$ cat src/hw/rtl/page_frame_allocator_assert.svh
// Assertion macros for the page frame allocator RTL.
// Included by pfa_back, which checks its own logic; needs no package.
`ifndef PAGE_FRAME_ALLOCATOR_ASSERT_SVH
`define PAGE_FRAME_ALLOCATOR_ASSERT_SVH

// Condition holds in the same cycle as the trigger
`define PFA_ASSERT_NOW(label, clk, rst, ante, cons, msg) \
   label: assert property (@(posedge clk) disable iff (rst) (ante) |-> (cons)) else $error(msg);

// Condition holds in the cycle after the trigger
`define PFA_ASSERT_NEXT(label, clk, rst, ante, cons, msg) \
   label: assert property (@(posedge clk) disable iff (rst) (ante) |=> (cons)) else $error(msg);

`endif

$ cat src/hw/rtl/pfa_pkg.sv
// Shared types and constants of the page frame allocator.
// No dependencies; imported by every allocator module.
`default_nettype none

package pfa_pkg;

   // Sizes
   localparam int ADDR_W      = 32;
   localparam int CNT_W       = 21;
   localparam int DEPTH_W     = 9;
   localparam int PAGE_BYTES  = 4096;
   localparam int PAGE_SHIFT  = $clog2(PAGE_BYTES);
   localparam int STACK_DEPTH = 256;
   localparam int STACK_AW    = (STACK_DEPTH > 1) ? $clog2(STACK_DEPTH) : 1;
   localparam int TOP_W       = $clog2(STACK_DEPTH + 1);
   localparam int NEXT_W      = ((ADDR_W > CNT_W + PAGE_SHIFT) ? ADDR_W
                                 : CNT_W + PAGE_SHIFT) + 2;

   // Register map
   typedef logic [0:0] csr_idx_type;
   localparam csr_idx_type CSR_WINDOW_START = 1'b0;
   localparam csr_idx_type CSR_WINDOW_END   = 1'b1;

   typedef enum logic [0:0] {
      FUNC_ALLOC = 1'b0,
      FUNC_FREE  = 1'b1
   } func_type;

   typedef enum logic [2:0] {
      ST_OK        = 3'd0,
      ST_NOPAGE    = 3'd1,
      ST_NULL      = 3'd2,
      ST_UNALIGNED = 3'd3,
      ST_RANGE     = 3'd4,
      ST_FULL      = 3'd5
   } status_type;

   typedef struct packed {
      func_type          func;
      logic [ADDR_W-1:0] page_addr;
   } req_type;

   typedef struct packed {
      status_type         status;
      logic [ADDR_W-1:0]  granted_addr;
      logic [CNT_W-1:0]   pages_in_use;
      logic [DEPTH_W-1:0] stack_depth;
   } rsp_type;

   // Queue entry: request plus the stateless free verdict
   typedef struct packed {
      func_type          func;
      logic [ADDR_W-1:0] page_addr;
      status_type        verdict;
   } cmd_type;

   typedef enum logic [1:0] {
      BK_IDLE = 2'd0,
      BK_POP  = 2'd1,
      BK_BUMP = 2'd2
   } bk_state_type;

endpackage

`default_nettype wire

$ cat src/hw/rtl/pfa_fifo.sv
// Two-entry command queue between front end and back end.
// Depends on pfa_pkg for the entry type.
`default_nettype none

module pfa_fifo (
   input  wire logic             clock,
   input  wire logic             reset,
   input  wire logic             push,
   input  wire pfa_pkg::cmd_type push_entry,
   output logic                  full,
   input  wire logic             pop,
   output logic                  valid,
   output pfa_pkg::cmd_type      head
);
   import pfa_pkg::*;

   cmd_type    entry_ff [2];
   logic       wr_ptr_ff, wr_ptr_in;
   logic       rd_ptr_ff, rd_ptr_in;
   logic [1:0] count_ff, count_in;

   // Pointer and fill count update
   always_comb begin
      wr_ptr_in = push ? ~wr_ptr_ff : wr_ptr_ff;
      rd_ptr_in = pop  ? ~rd_ptr_ff : rd_ptr_ff;
      count_in  = count_ff + {1'b0, push} - {1'b0, pop};
   end

   always_ff @(posedge clock) begin
      if (reset) begin
         wr_ptr_ff <= 1'b0;
         rd_ptr_ff <= 1'b0;
         count_ff  <= 2'd0;
      end else begin
         wr_ptr_ff <= wr_ptr_in;
         rd_ptr_ff <= rd_ptr_in;
         count_ff  <= count_in;
      end
   end

   // Entry storage
   always_ff @(posedge clock) begin
      if (push) begin
         entry_ff[wr_ptr_ff] <= push_entry;
      end
   end

   assign full  = (count_ff == 2'd2);
   assign valid = (count_ff != 2'd0);
   assign head  = entry_ff[rd_ptr_ff];

endmodule

`default_nettype wire

$ cat config.mk
export PLATFORM = sky130hd
export DESIGN_NAME = pfa_fifo
export DESIGN_NICKNAME = d
export VERILOG_FILES = /design/src/hw/rtl/page_frame_allocator_assert.svh /design/src/hw/rtl/pfa_pkg.sv /design/src/hw/rtl/pfa_fifo.sv
export SDC_FILE = /design/constraint.sdc
export NUM_CORES = 1
export LEC_CHECK = 0
export BUFFER_PORTS_ARGS = -buffer_cell sky130_fd_sc_hd__buf_4
export CAP_MARGIN = 0
export CELL_PAD_IN_SITES_DETAIL_PLACEMENT = 1
export CELL_PAD_IN_SITES_GLOBAL_PLACEMENT = 1
export CORE_MARGIN = 5
export CORE_UTILIZATION = 29
export DETAILED_ROUTE_END_ITERATION = 6
export PLACE_DENSITY_LB_ADDON = 0.2
export SLEW_MARGIN = 20
export SYNTH_ARGS = -nofsm -noshare
export SYNTH_HDL_FRONTEND = slang
export SYNTH_SLANG_ARGS = --single-unit
$ cat constraint.sdc
create_clock -name clock -period 2.9 [get_ports clock]
set_clock_uncertainty 0.05 [all_clocks]
set_input_delay 0.435 -clock clock [delete_from_list [all_inputs] [get_ports clock]]
set_output_delay 0.435 -clock clock [all_outputs]
set_load 0.005 [all_outputs]
After elaboration in Yosys (flattened, before gate mapping)
Memories as Yosys holds them, arrays and structs flattened. A register that Yosys moved wholly into a read port is not among the register bits.
Cells that the tools add are included.
W data, S select, Z words.
{"block": "op_classes", "n_eq_ne": 1, "bitwise": 2, "muxes": 4, "add_sub_neg": 2, "n_reduce_logical": 1}
{"op": "$mux W1", "count": 4}
{"op": "$add A2 B1 Y2", "count": 1}
{"op": "$eq A2 B2 Y1 const B", "count": 1}
{"op": "$not A1 Y1", "count": 2}
{"op": "$reduce_bool A2 Y1", "count": 1}
{"op": "$sub A2 B1 Y2", "count": 1}
{"block": "word_totals", "output_inout_bits": 38, "word_cells": 14, "regBits": 4, "mem_count": 1, "mem_bits_rw": 72}
{"name": "entry_ff", "depth": 2, "word_bits": 36, "read_ports": 1, "rd_ports_with_merged_regs": 1, "wr": 1, "line": "pfa_fifo.sv:17", "text": "cmd_type entry_ff [2];"}

Logic depth before layout (Yosys ltp)
{"block": "logic_depth", "ltp_word": 3, "mapped_depth": 6, "depth_no_buf": 6}

Worst setup path after synthesis
Ideal clock, no wire load.
{"block": "synth_timing", "path_kind": "input -> register", "startpoint": "in push", "endpoint": "mem entry_ff[0][0] in the netlist's numbering, enable pin", "setup_ns": 0.433, "t_required_ns": 2.417, "slack_ns": 0.363, "stages": 1, "arrival_ns": 2.053, "cell_sequence": "nor2b_1"}
{"block": "synth_between", "elab_chain_len": 2}
{"element": "start: declaration", "line": "pfa_fifo.sv:8", "text": "input wire logic push,"}
{"element": "$mux W1", "line": "pfa_fifo.sv:43", "text": "if (push) begin"}
{"element": "$mux W1 (not written as such)", "line": "pfa_fifo.sv:44", "text": "entry_ff[wr_ptr_ff] <= push_entry;"}
{"element": "end: declaration", "line": "pfa_fifo.sv:17"}
No other way between the ends.

==> results.ini <==
[status]
status=completed

[synth]
syn_area_um2=2970
netlist_instances=133
ys_seq_area_frac=0.762
syn_nets=175
ys_types=14
yosys_warnings=0
synth_area_per_cell_um2=22.3
synth_seq_cells=77

[setup_path]
cp_data_arrival_time_ps=1530
start_kind=flip-flop
r2r_start=wr_ptr_ff
r2r_cells=2
critical_path_class=flip-flop to primary output
crit_path_end_kind=primary output
cp.required_ps=2410
reg2reg_slack_ps=1340
r2r-end=entry_ff[1][32]
crit_fanout=21

[timing]
hold_violations=0
period_needed_ps=2010
setup_viol=0
fin_setup_tns_ps=0
period_share=0.694
slew_headroom=0.739
rsz0062_at_grt=false
final_max_slew_viol_count=0
fmax_ghz=0.497
tightest_slew_ps=392

[worst_hold_path]
worstHoldPathCells=1
hold_path.startpoint=push_entry[15]
hold_end=entry_ff[0][15]
min_path_type=input pin to flip-flop

[route]
detail_route.wl_per_cell_um=15.4
wl_met1_um=2260
drt-initial-drc-count=42
vias=1448
via_per_inst=4.01
drc=0
antenna_left=0
met3_length_um=390
dr_wl_met2_um=2820
routed.top_layer=met4
firstDrtPassIters=3
wl_um=5570

[global_route]
grt_max_degree=27
grt_use_total=0.0938
grt_remaining_overflow=0
grt_pass1_vias=1637
grt_pass1_wl_um=8850
antenna_found_initial=0

[clock_tree]
clockBufferDepth=2
cts-hold-fix-buffers=0
cts_tree=built
cts.sinks=77
cts_made_buffers=9
cts-resized-gates=0
cts_root_buf=clkbuf_8
htree_levels=3
postCtsSetupRepairBufs=0
clk_latency_ps=330
clk_pin_slew_worst_paths_ps=70

[finish]
diodes=0
fin_area_um2=3860
final_common_cell=buf_4
drive_above_1_share=0.587
layout_common_cells=buf_4, edfxtp_1, mux2_4
fin_nets=263
synthToLayoutAreaGrowth_pct=30.0
finalNonFillerCells=361

[place]
hpwl_um=3970
dpl-instance-area_um2=3690
post-place-cells=346
place.gp.congestion=0.618
io_buffers=77

[power_and_ir_drop]
ir_drop_mv=0.223
power_density_nw_per_um2=622
cellLeakagePower_uw=0.00151

[die]
start_util=0.293
core_um2=10100
io_pins=78
dieArea_um2=12400
dieHeight_um=111
num_rows=37
die_w_um=111

[run]
drv_cap=0

[flip-flops by register name, indices dropped and copies added (netlist names), named ones only]
signal / count
count_ff: 2
entry_ff: 72
rd_ptr_ff: 1
wr_ptr_ff: 1
[cell usage after synthesis]
cell / instances / area, um2
or2_2: 1 / 6.26
inv_1: 2 / 7.51
nor2b_1: 3 / 18.8
mux2_4: 30 / 450
buf_6: 1 / 11.3
xnor3_1: 1 / 22.5
nor2_1: 4 / 15.0
edfxtp_1: 72 / 2160
dfxtp_1: 5 / 100
mux2_2: 6 / 67.6
buf_12: 3 / 60.1
ha_1: 2 / 25.0
and2_1: 1 / 6.26
xnor2_1: 2 / 17.5
[stage by stage]
step | setup WS [ps] | hold slack, ps | total power [uW] | util
2_1_floorplan | 363 | 430 | 1540 | -
3_3_place_gp | 1160 | 449 | 1700 | 0.364
3_5_place_dp | 1130 | 462 | 1710 | 0.364
4_1_cts | 834 | 207 | 2460 | 0.381
5_1_grt | 776 | 211 | 2530 | 0.381
6_report | 887 | 234 | 2400 | 0.381
[kinds of logic after synthesis]
family,Yosys count,synth area share
DFF,77,0.762
muxes,36,0.174
and+or+nand+nor,9,0.0156
buffers and inverters,6,0.0265
xor gates and xnor gates,3,0.0135
adders and majority gates,2,0.00842
[worst max-delay path, stage by stage, from the launching register on]
cell     delay (ps)
dfxtp_2         320
buf_4           350
mux2_2          380
buf_4           130
[routing by layer]
| metal | up-vias | global-route usage |
|---|---|---|
| li1 | 682 | - |
| met1 | 707 | 0.108 |
| met2 | 48 | 0.154 |
| met3 | 11 | 0.0366 |
| met4 | 0 | 0.0438 |
| met5 | - | 0 |
[worst max-delay path by stage]
| stage | end | from | slack (ps) | cells after the start |
|---|---|---|---|---|
| finish | head[4] | flip-flop | 890 | 3 |
| CTS | head[4] | flip-flop | 830 | 3 |
| floorplan | entry_ff[0][0] | push | 360 | 1 |
| global route | head[4] | flip-flop | 780 | 3 |
| detailed placement | entry_ff[0][17] | push | 1130 | 3 |
| global placement | entry_ff[0][2] | push | 1160 | 3 |
[area by class of cell]
type                    count  area, um2
multi-input cells          50        638
well taps                 136        170
clock inverters             2       35.0
repair buffers             81        608
clock buffers              13        139
inverters                   2       7.51
fillers                  1019       6280
flip-flops and latches     77       2260
[power by group]
group          switching [uW]  total, uW  internal, uW
Sequential               21.5       1320          1300
Combinational             136        355           219
Clock                     338        731           393
Total                     495       2400          1910
(Power assumes the default switching activity.)
