$ cat config.mk
export PLATFORM = sky130hd
export DESIGN_NAME = pfa_front
export DESIGN_NICKNAME = d
export VERILOG_FILES = /design/src/hw/rtl/page_frame_allocator_assert.svh /design/src/hw/rtl/pfa_pkg.sv /design/src/hw/rtl/pfa_front.sv
export SDC_FILE = /design/constraint.sdc
export NUM_CORES = 1
export LEC_CHECK = 0
export BUFFER_PORTS_ARGS = -buffer_cell sky130_fd_sc_hd__buf_2
export CAP_MARGIN = 20
export CORE_UTILIZATION = 44
export DETAILED_ROUTE_END_ITERATION = 10
export PLACE_DENSITY = 0.85
export SYNTH_ARGS = -nofsm -noshare
export SYNTH_HDL_FRONTEND = slang
export SYNTH_SLANG_ARGS = --single-unit
$ cat constraint.sdc
create_clock -name vclk -period 4.11
set_input_delay 0.822 -clock vclk [all_inputs]
set_output_delay 0.822 -clock vclk [all_outputs]
set_load 0.05 [all_outputs]
$ cat src/hw/rtl/page_frame_allocator_assert.svh
// Assertion macros for the page frame allocator RTL.
// Included by pfa_back, which checks its own logic; needs no package.
`ifndef PAGE_FRAME_ALLOCATOR_ASSERT_SVH
`define PAGE_FRAME_ALLOCATOR_ASSERT_SVH

// Condition holds in the same cycle as the trigger
`define PFA_ASSERT_NOW(label, clk, rst, ante, cons, msg) \
   label: assert property (@(posedge clk) disable iff (rst) (ante) |-> (cons)) else $error(msg);

// Condition holds in the cycle after the trigger
`define PFA_ASSERT_NEXT(label, clk, rst, ante, cons, msg) \
   label: assert property (@(posedge clk) disable iff (rst) (ante) |=> (cons)) else $error(msg);

`endif

$ cat src/hw/rtl/pfa_pkg.sv
// Shared types and constants of the page frame allocator.
// No dependencies; imported by every allocator module.
`default_nettype none

package pfa_pkg;

   // Sizes
   localparam int ADDR_W      = 32;
   localparam int CNT_W       = 21;
   localparam int DEPTH_W     = 9;
   localparam int PAGE_BYTES  = 4096;
   localparam int PAGE_SHIFT  = $clog2(PAGE_BYTES);
   localparam int STACK_DEPTH = 256;
   localparam int STACK_AW    = (STACK_DEPTH > 1) ? $clog2(STACK_DEPTH) : 1;
   localparam int TOP_W       = $clog2(STACK_DEPTH + 1);
   localparam int NEXT_W      = ((ADDR_W > CNT_W + PAGE_SHIFT) ? ADDR_W
                                 : CNT_W + PAGE_SHIFT) + 2;

   // Register map
   typedef logic [0:0] csr_idx_type;
   localparam csr_idx_type CSR_WINDOW_START = 1'b0;
   localparam csr_idx_type CSR_WINDOW_END   = 1'b1;

   typedef enum logic [0:0] {
      FUNC_ALLOC = 1'b0,
      FUNC_FREE  = 1'b1
   } func_type;

   typedef enum logic [2:0] {
      ST_OK        = 3'd0,
      ST_NOPAGE    = 3'd1,
      ST_NULL      = 3'd2,
      ST_UNALIGNED = 3'd3,
      ST_RANGE     = 3'd4,
      ST_FULL      = 3'd5
   } status_type;

   typedef struct packed {
      func_type          func;
      logic [ADDR_W-1:0] page_addr;
   } req_type;

   typedef struct packed {
      status_type         status;
      logic [ADDR_W-1:0]  granted_addr;
      logic [CNT_W-1:0]   pages_in_use;
      logic [DEPTH_W-1:0] stack_depth;
   } rsp_type;

   // Queue entry: request plus the stateless free verdict
   typedef struct packed {
      func_type          func;
      logic [ADDR_W-1:0] page_addr;
      status_type        verdict;
   } cmd_type;

   typedef enum logic [1:0] {
      BK_IDLE = 2'd0,
      BK_POP  = 2'd1,
      BK_BUMP = 2'd2
   } bk_state_type;

endpackage

`default_nettype wire

$ cat src/hw/rtl/pfa_front.sv
// Front end: accepts request words and checks free addresses for null, alignment and the window.
// Depends on pfa_pkg; feeds pfa_fifo.
`default_nettype none

module pfa_front (
   input  wire logic                      req_valid,
   output logic                           req_stall,
   input  wire pfa_pkg::req_type          req_data,
   input  wire logic [pfa_pkg::ADDR_W-1:0] window_start,
   input  wire logic [pfa_pkg::ADDR_W-1:0] window_end,
   input  wire logic                      fifo_full,
   output logic                           push,
   output pfa_pkg::cmd_type               push_entry
);
   import pfa_pkg::*;

   status_type verdict;

   // Free checks in priority order: null, unaligned, outside window
   always_comb begin
      if (req_data.page_addr == '0) begin
         verdict = ST_NULL;
      end else if (req_data.page_addr[PAGE_SHIFT-1:0] != '0) begin
         verdict = ST_UNALIGNED;
      end else if (req_data.page_addr < window_start ||
                   req_data.page_addr >= window_end) begin
         verdict = ST_RANGE;
      end else begin
         verdict = ST_OK;
      end
   end

   assign req_stall            = fifo_full;
   assign push                 = req_valid & ~fifo_full;
   assign push_entry.func      = req_data.func;
   assign push_entry.page_addr = req_data.page_addr;
   assign push_entry.verdict   = (req_data.func == FUNC_FREE) ? verdict : ST_OK;

endmodule

`default_nettype wire

# Word level (Yosys, flattened, before mapping)
# Cells that the tools add are included.
dict set report classes {
  order_cmp 2
  n_bitwise 2
  reduce_logical 3
  n_mux 4
}
# op count
set op_table {}
lappend op_table {{$ge 32x32->1} 1}
lappend op_table {{$logic_not 32->1} 1}
lappend op_table {{$lt 32x32->1} 1}
lappend op_table {{$mux 3} 4}
lappend op_table {{$reduce_bool 12->1} 1}
lappend op_table {{$and 1x1->1} 1}
lappend op_table {{$logic_or 1x1->1} 1}
lappend op_table {{$not 1->1} 1}
dict set report totals {
  output_inout_bits 38
  word_cells 11
  inputBits 99
  reg_bits 0
}

# Depth between registers and ports, before layout
# Gate-level depths: netlist of the first run.
dict set report depth {
  ltp_word 6
  depth_mapped 8
  ltp_nobuf 8
}

# Worst setup path after synthesis of the first run
# OpenSTA, ideal clock, no wires.
dict set report synth_path {
  path_type {input-to-output}
  start {input port window_start[1] (netlist bit)}
  end {output port push_entry[2] (netlist bit)}
  arrival_ps 2901
  n_path_buf 0
  cell_stages 7
  required_time_ps 3288
  path_slack_ps 387
  cell_sequence {inv_1 > ha_1 > a2111oi_4 > a2111oi_0 > or4_1 > a2111oi_2 > o41a_1}
}
# item line_no
set synth_lines {}
lappend synth_lines {{start, declared} pfa_front.sv:9} ;# input wire logic [pfa_pkg::ADDR_W-1:0] window_start,
lappend synth_lines {{end, declared} pfa_front.sv:13} ;# output pfa_pkg::cmd_type push_entry

==> key figures, run 1 <==
Clock tree
  • CTS resizes: 0
  • Post-CTS Setup Inserts: 0
  • Hold buffer count at CTS: 0

Job
  • Max Cap Violations: 0

Floorplanning
  • CORE AREA: 4120 um^2
  • Die Area: 4680 um^2
  • Die width: 68.4 um
  • Die Y-Extent: 68.4 um
  • Boundary pin count: 137
  • FP Rows: 23
  • Starting Density: 47.2%

Detailed routing
  • 1st-iter DRT viols: 47
  • DR vias/cell: 4.99
  • Antenna viol nets, final: 0
  • Pre-antenna DRT Iters: 4
  • Via count: 2100
  • WL final: 5.04 mm
  • Avg WL per Cell: 12.0 um
  • Number of remaining DRC errors: 0

Hold path
  • Hold path startpoint: fifo_full
  • HP Class: in2out

Global route
  • GR Overflow Total: 0
  • Vias in the first global route: 1769
  • First-pass GRT wire length: 7.34 mm
  • Tot GR Track Use: 20.2%
  • Initial antenna violation count: 0
  • Largest net degree at the start of global routing: 5

Yosys
  • Syn Nets: 429
  • Register area share after synthesis: 0%
  • Cells after Synth: 267
  • Synth area leader: ha_1
  • Syn_area_per_cell: 7.27 um^2
  • Cell Area, Synth: 1940 um^2
  • Top cell type's share of synthesized area: 40.6%
  • Main area contributors after synthesis: ha_1 41%, buf_4 13%, inv_1 13%
  • Unique masters post-synth: 33
  • Synth Warn #: 0

Timing
  • Worst-Margin Slew: 0.423 ns
  • Final Hold Fails: 0
  • Achievable frequency: 0.259 GHz
  • Unrepaired setup endpoints after global routing: false
  • Final Max Tran Viols: 0
  • # setup viols final: 0
  • Period minus WS final: 3.86 ns
  • Setup ws final: 0.252 ns
  • Worst slew margin: 71.5%
  • Final period utilization: 93.9%
  • Setup TNS: 0 ns

Setup path
  • Setup crit end kind: output pin
  • Setup CP Type: in2out
  • Crit path from: req_data[1]
  • Worst-path cell chain: buf_2, ha_1, a2111oi_4, a2111oi_0, or4_1, a2111oi_2, o41a_1, buf_2
  • Worst-path fanout max: 4
  • Crit path top cell by count: buf_2
  • Worst setup SP type: input pin
  • CP max-delay cell: or4_1
  • Largest delay share family, worst path: compound AO/OA/AOI/OAI gates
  • Arr. time, crit path: 3.04 ns
  • Worst path max stage delay: 0.55 ns
  • Critical path buffer and inverter count: 2
  • Data required time of the critical path: 3.29 ns

Layout
  • Antenna Cells: 0
  • Synthesis-to-finish area growth: 25.8%
  • FFs & Latches: 0
  • Sequential Area: 0 um^2
  • Post-route cell area: 2440 um^2
  • Non-Filler Instances: 421
  • Layout cell share with drive strength beyond 1: 38.0%
  • Final #Nets: 535
  • Layout clock buffer count: 0

Placed design
  • Placer Congestion: 0.836
  • Placed Area: 2440 um^2
  • Placed Instances: 421
  • Final HPWL DP: 4.64 mm
  • Pre-CTS setup slack: 0.255 ns
  • Count of input and output buffers: 137

Power and ir drop
  • Sw Ratio: 61.6%
  • Clk network pwr share: 0%
  • Pwr per Cell Area: 116 nW/um^2
  • Total power draw: 0.283 mW
  • Combinational share of power: 100.0%
  • Int Power: 0.109 mW
  • VDD IR max: 54.9 uV
  • Leak: 1.60 nW
  • Switching power: 0.175 mW
  • Sequential fraction of design power: 0%

Status
  • Outcome: finished clean
-- layout by cell type (no fill, tap or decap), types with 3 or more instances in the layout --
cell       n
buf_2    137
nand2_1    8
nand4_1   12
nand3_1    7
o21ai_1    3
a21oi_1   22
ha_1      63
nor4_1    10
a21o_1     9
o21ai_0    4
nor2_1     5
inv_1     66
-- metal layers --
| metal | global-route usage, % | routed length [um] | part of all wire (%) | vias up |
|---|---|---|---|---|
| met5 | 0 | 0 | 0 | - |
| met4 | 2.34 | 52 | 1.0 | 0 |
| met3 | 0.333 | 250 | 5.0 | 4 |
| met2 | 41.2 | 2500 | 50 | 90 |
| met1 | 23.4 | 2240 | 44 | 896 |
| li1 | - | - | - | 1110 |
-- cell families (layout without fill, tap and decap cells) --
logic type               Yosys count  in the layout  share of synthesized area [%]
AO/OA/AOI/OAI                     51             51                           18.1
adder cells (fa/ha/maj)           63             63                           40.6
buffers and inverters            100            204                           25.9
AND/OR/NAND/NOR                   53             53                           15.4
-- cells in the mapped netlist (2+ instances only) --
library cell	n
nor4_1	10
o21ai_1	3
ha_1	63
and2_1	2
inv_1	66
nand3_1	7
nor3_1	2
a21o_1	9
nor2b_1	2
a21oi_1	22
buf_4	34
o21ai_0	4
nor2_1	5
nand4_1	12
nand2_1	8
-- cell type report --
| type | count | area (um^2) |
|---|---|---|
| fillers | 393 | 1670 |
| multi-input cells | 167 | 1440 |
| repair buffers | 138 | 693 |
| inverters | 66 | 248 |
| well taps | 50 | 62.6 |
-- path summary, 6_finish.rpt --
check,endpoint,cells past startpoint,slack (ns)
worst min-delay path,req_stall,2,1.95
worst max-delay path,push_entry[2],8,0.25
-- power by group through the flow --
stage	combinational, mW	sequential [mW]	clock [mW]
6_report	0.283	0	0
3_5_place_dp	0.283	0	0
2_1_floorplan	0.202	0	0
5_1_grt	0.316	0	0
3_3_place_gp	0.275	0	0
4_1_cts	0.285	0	0
-- per-stage QoR --
| step | hold slack (ns) | util, % |
|---|---|---|
| CTS | 1.95 | 59.3 |
| finish | 1.95 | 59.3 |
| floorplan | 1.81 | - |
| global placement | 1.95 | 59.3 |
| detailed placement | 1.95 | 59.3 |
| global route | 1.97 | 59.3 |
Power figures use the tool's default switching activity.
==> run 2: changes to the inputs <==
--- a/config.mk
+++ b/config.mk
@@ -5,11 +5,12 @@
 export SDC_FILE = /design/constraint.sdc
 export NUM_CORES = 1
 export LEC_CHECK = 0
+export ABC_AREA = 1
 export BUFFER_PORTS_ARGS = -buffer_cell sky130_fd_sc_hd__buf_2
 export CAP_MARGIN = 20
-export CORE_UTILIZATION = 44
+export CORE_UTILIZATION = 30
 export DETAILED_ROUTE_END_ITERATION = 10
-export PLACE_DENSITY = 0.85
+export SLEW_MARGIN = 10
 export SYNTH_ARGS = -nofsm -noshare
 export SYNTH_HDL_FRONTEND = slang
 export SYNTH_SLANG_ARGS = --single-unit
==> key figures, run 2 <==
Setup path
  • Crit path from: req_data[5]
  • Crit path capture: push_entry[2]
  • Arr. time, crit path: 2.28 ns
  • Worst setup SP type: input pin
  • Setup CP Type: in2out
  • Setup crit end kind: output pin
  • Worst-path fanout max: 4
  • Data required time of the critical path: 3.29 ns

Status
  • Outcome: finished, violations left
  • Failing checks: DRC

Hold path
  • HP Class: in2out
  • Hold path startpoint: fifo_full

Timing
  • Unrepaired setup endpoints after global routing: false
  • # setup viols final: 0
  • Worst-Margin Slew: 0.332 ns
  • Final Max Tran Viols: 0
  • Period minus WS final: 3.11 ns
  • Achievable frequency: 0.322 GHz
  • Final period utilization: 75.6%
  • Final Hold Fails: 0
  • Setup TNS: 0 ns
  • Worst slew margin: 77.6%

Layout
  • Sequential Area: 0 um^2
  • Final #Nets: 587
  • FFs & Latches: 0
  • Fin util: 39.5%
  • Antenna Cells: 0
  • Fillers: 717
  • Synthesis-to-finish area growth: 26.2%
  • Layout cell share with drive strength beyond 1: 34.5%
  • Commonest non-fill, non-tap cell in the layout: buf_2
  • Layout clock buffer count: 0
  • Most frequent cells in the layout: 137 x buf_2, 77 x inv_1, 63 x ha_1, 55 x nand2_1, 29 x a21oi_1

Detailed routing
  • Via count: 2145
  • WL final: 4.81 mm
  • DR vias/cell: 4.29
  • Pre-antenna DRT Iters: 7
  • Avg WL per Cell: 9.61 um
  • Number of remaining DRC errors: 14
  • Antenna viol nets, final: 0
  • 1st-iter DRT viols: 64

Yosys
  • Synth area leader: ha_1
  • Top-count cell post-synth: inv_1
  • Top cell type's share of synthesized area: 39.2%
  • Cells after Synth: 320
  • Synth Warn #: 0
  • Cell Area, Synth: 2010 um^2
  • Syn_area_per_cell: 6.29 um^2
  • Register area share after synthesis: 0%
  • Main area contributors after synthesis: ha_1 39%, inv_1 14%, buf_4 13%
  • Unique masters post-synth: 20
  • Post-synth top cells: 77 x inv_1, 63 x ha_1, 55 x nand2_1, 34 x buf_4, 29 x a21oi_1
  • Syn Nets: 482

Clock tree
  • Hold buffer count at CTS: 0
  • CTS resizes: 0
  • Post-CTS Setup Inserts: 0

Floorplanning
  • Die Area: 7040 um^2
  • FP Rows: 29
  • Die width: 83.9 um
  • Boundary pin count: 137
  • CORE AREA: 6420 um^2
  • Starting Density: 31.3%
  • Die Y-Extent: 83.9 um

Power and ir drop
  • Switching power: 0.181 mW
  • Leak: 1.72 nW
  • Pwr per Cell Area: 114 nW/um^2
  • Combinational share of power: 100.0%
  • VDD IR max: 53.3 uV
  • Int Power: 0.108 mW
  • Total power draw: 0.289 mW
  • Sw Ratio: 62.6%
  • Sequential fraction of design power: 0%
  • Clk network pwr share: 0%

Global route
  • Met1 Track Usage GR: 17.6%
  • First-pass GRT wire length: 8.06 mm
  • Vias in the first global route: 1952
  • Met2 usage: 24.4%
  • Tot GR Track Use: 13.1%
  • Initial antenna violation count: 0
  • Largest net degree at the start of global routing: 5
  • Layer with the highest usage: met2
  • GRT met3 Usage: 0.692%
  • GR Overflow Total: 0

Job
  • Max Cap Violations: 0

Placed design
  • Final HPWL DP: 4.54 mm
  • Placer Congestion: 0.736
  • Count of input and output buffers: 137
==> run 2: cell count changes after synthesis, moves of 2 or more <==
cell     before  now
nand2_1       8   55
nor2_1        5   23
inv_1        66   77
nand4_1      12    3
a21o_1        9    2
a21oi_1      22   29
a21oi_2       0    3
and2_1        2    0
nor2b_1       2    0
nor4_1       10    8
o21ai_0       4    6
==> run 2: power groups by stage <==
stage / Sequential [mW] / Clock [mW] / Combinational, mW
5_1_grt: 0 / 0 / 0.330
3_5_place_dp: 0 / 0 / 0.293
6_report: 0 / 0 / 0.289
2_1_floorplan: 0 / 0 / 0.212
4_1_cts: 0 / 0 / 0.295
3_3_place_gp: 0 / 0 / 0.288
==> run 2: worst min path at each step <==
| stage | to | slack [ns] | cells after the start |
|---|---|---|---|
| floorplan | push_entry[2] | 1.79 | 2 |
| global placement | req_stall | 1.95 | 2 |
| detailed placement | req_stall | 1.94 | 2 |
| CTS | req_stall | 1.94 | 2 |
| global route | req_stall | 1.95 | 2 |
| finish | req_stall | 1.94 | 2 |
==> run 2: cell families (layout without fill, tap and decap cells) <==
| family | after synthesis | count (layout) | synth area share [%] |
|---|---|---|---|
| buf+inv | 113 | 216 | 27.5 |
| fa+ha+maj | 63 | 63 | 39.2 |
| simple gates | 99 | 99 | 21.1 |
| compound gates | 45 | 45 | 12.2 |
==> run 2: through the flow <==
| stage | hold slack [ns] | worst slack [ns] | cell area [um^2] | std cells |
|---|---|---|---|---|
| final | 1.94 | 1.00 | 2540 | 500 |
| after global routing | 1.95 | 0.818 | 2540 | 500 |
| after CTS | 1.94 | 0.972 | 2540 | 500 |
| after detailed placement | 1.94 | 0.967 | 2540 | 500 |
| after global placement | 1.95 | 1.00 | 2540 | 500 |
| after floorplan | 1.79 | 1.15 | 2010 | 320 |
==> run 2: worst max-delay path, stage by stage <==
cell and delay, ns:
buf_2 0.12, ha_1 0.30, a21oi_1 0.15, nor2_1 0.08, nor3_4 0.10, nand2_1 0.08, nand2_1 0.06, nand2_1 0.05
nand2_1 0.06, nand2_1 0.07, a21oi_2 0.12, buf_2 0.27
==> run 2: area by class of cell <==
| cell class | instances | area (um^2) | share of cell area [%] |
|---|---|---|---|
| well taps | 77 | 96.3 | 3.79 |
| inverters | 79 | 298 | 11.7 |
| multi-input cells | 207 | 1460 | 57.5 |
| repair buffers | 137 | 686 | 27.0 |
==> run 2: routing by layer <==
metal	vias to the layer above	wire length [um]
li1	1198	-
met1	878	2270
met2	69	2290
met3	0	246
met4	0	0
met5	-	0
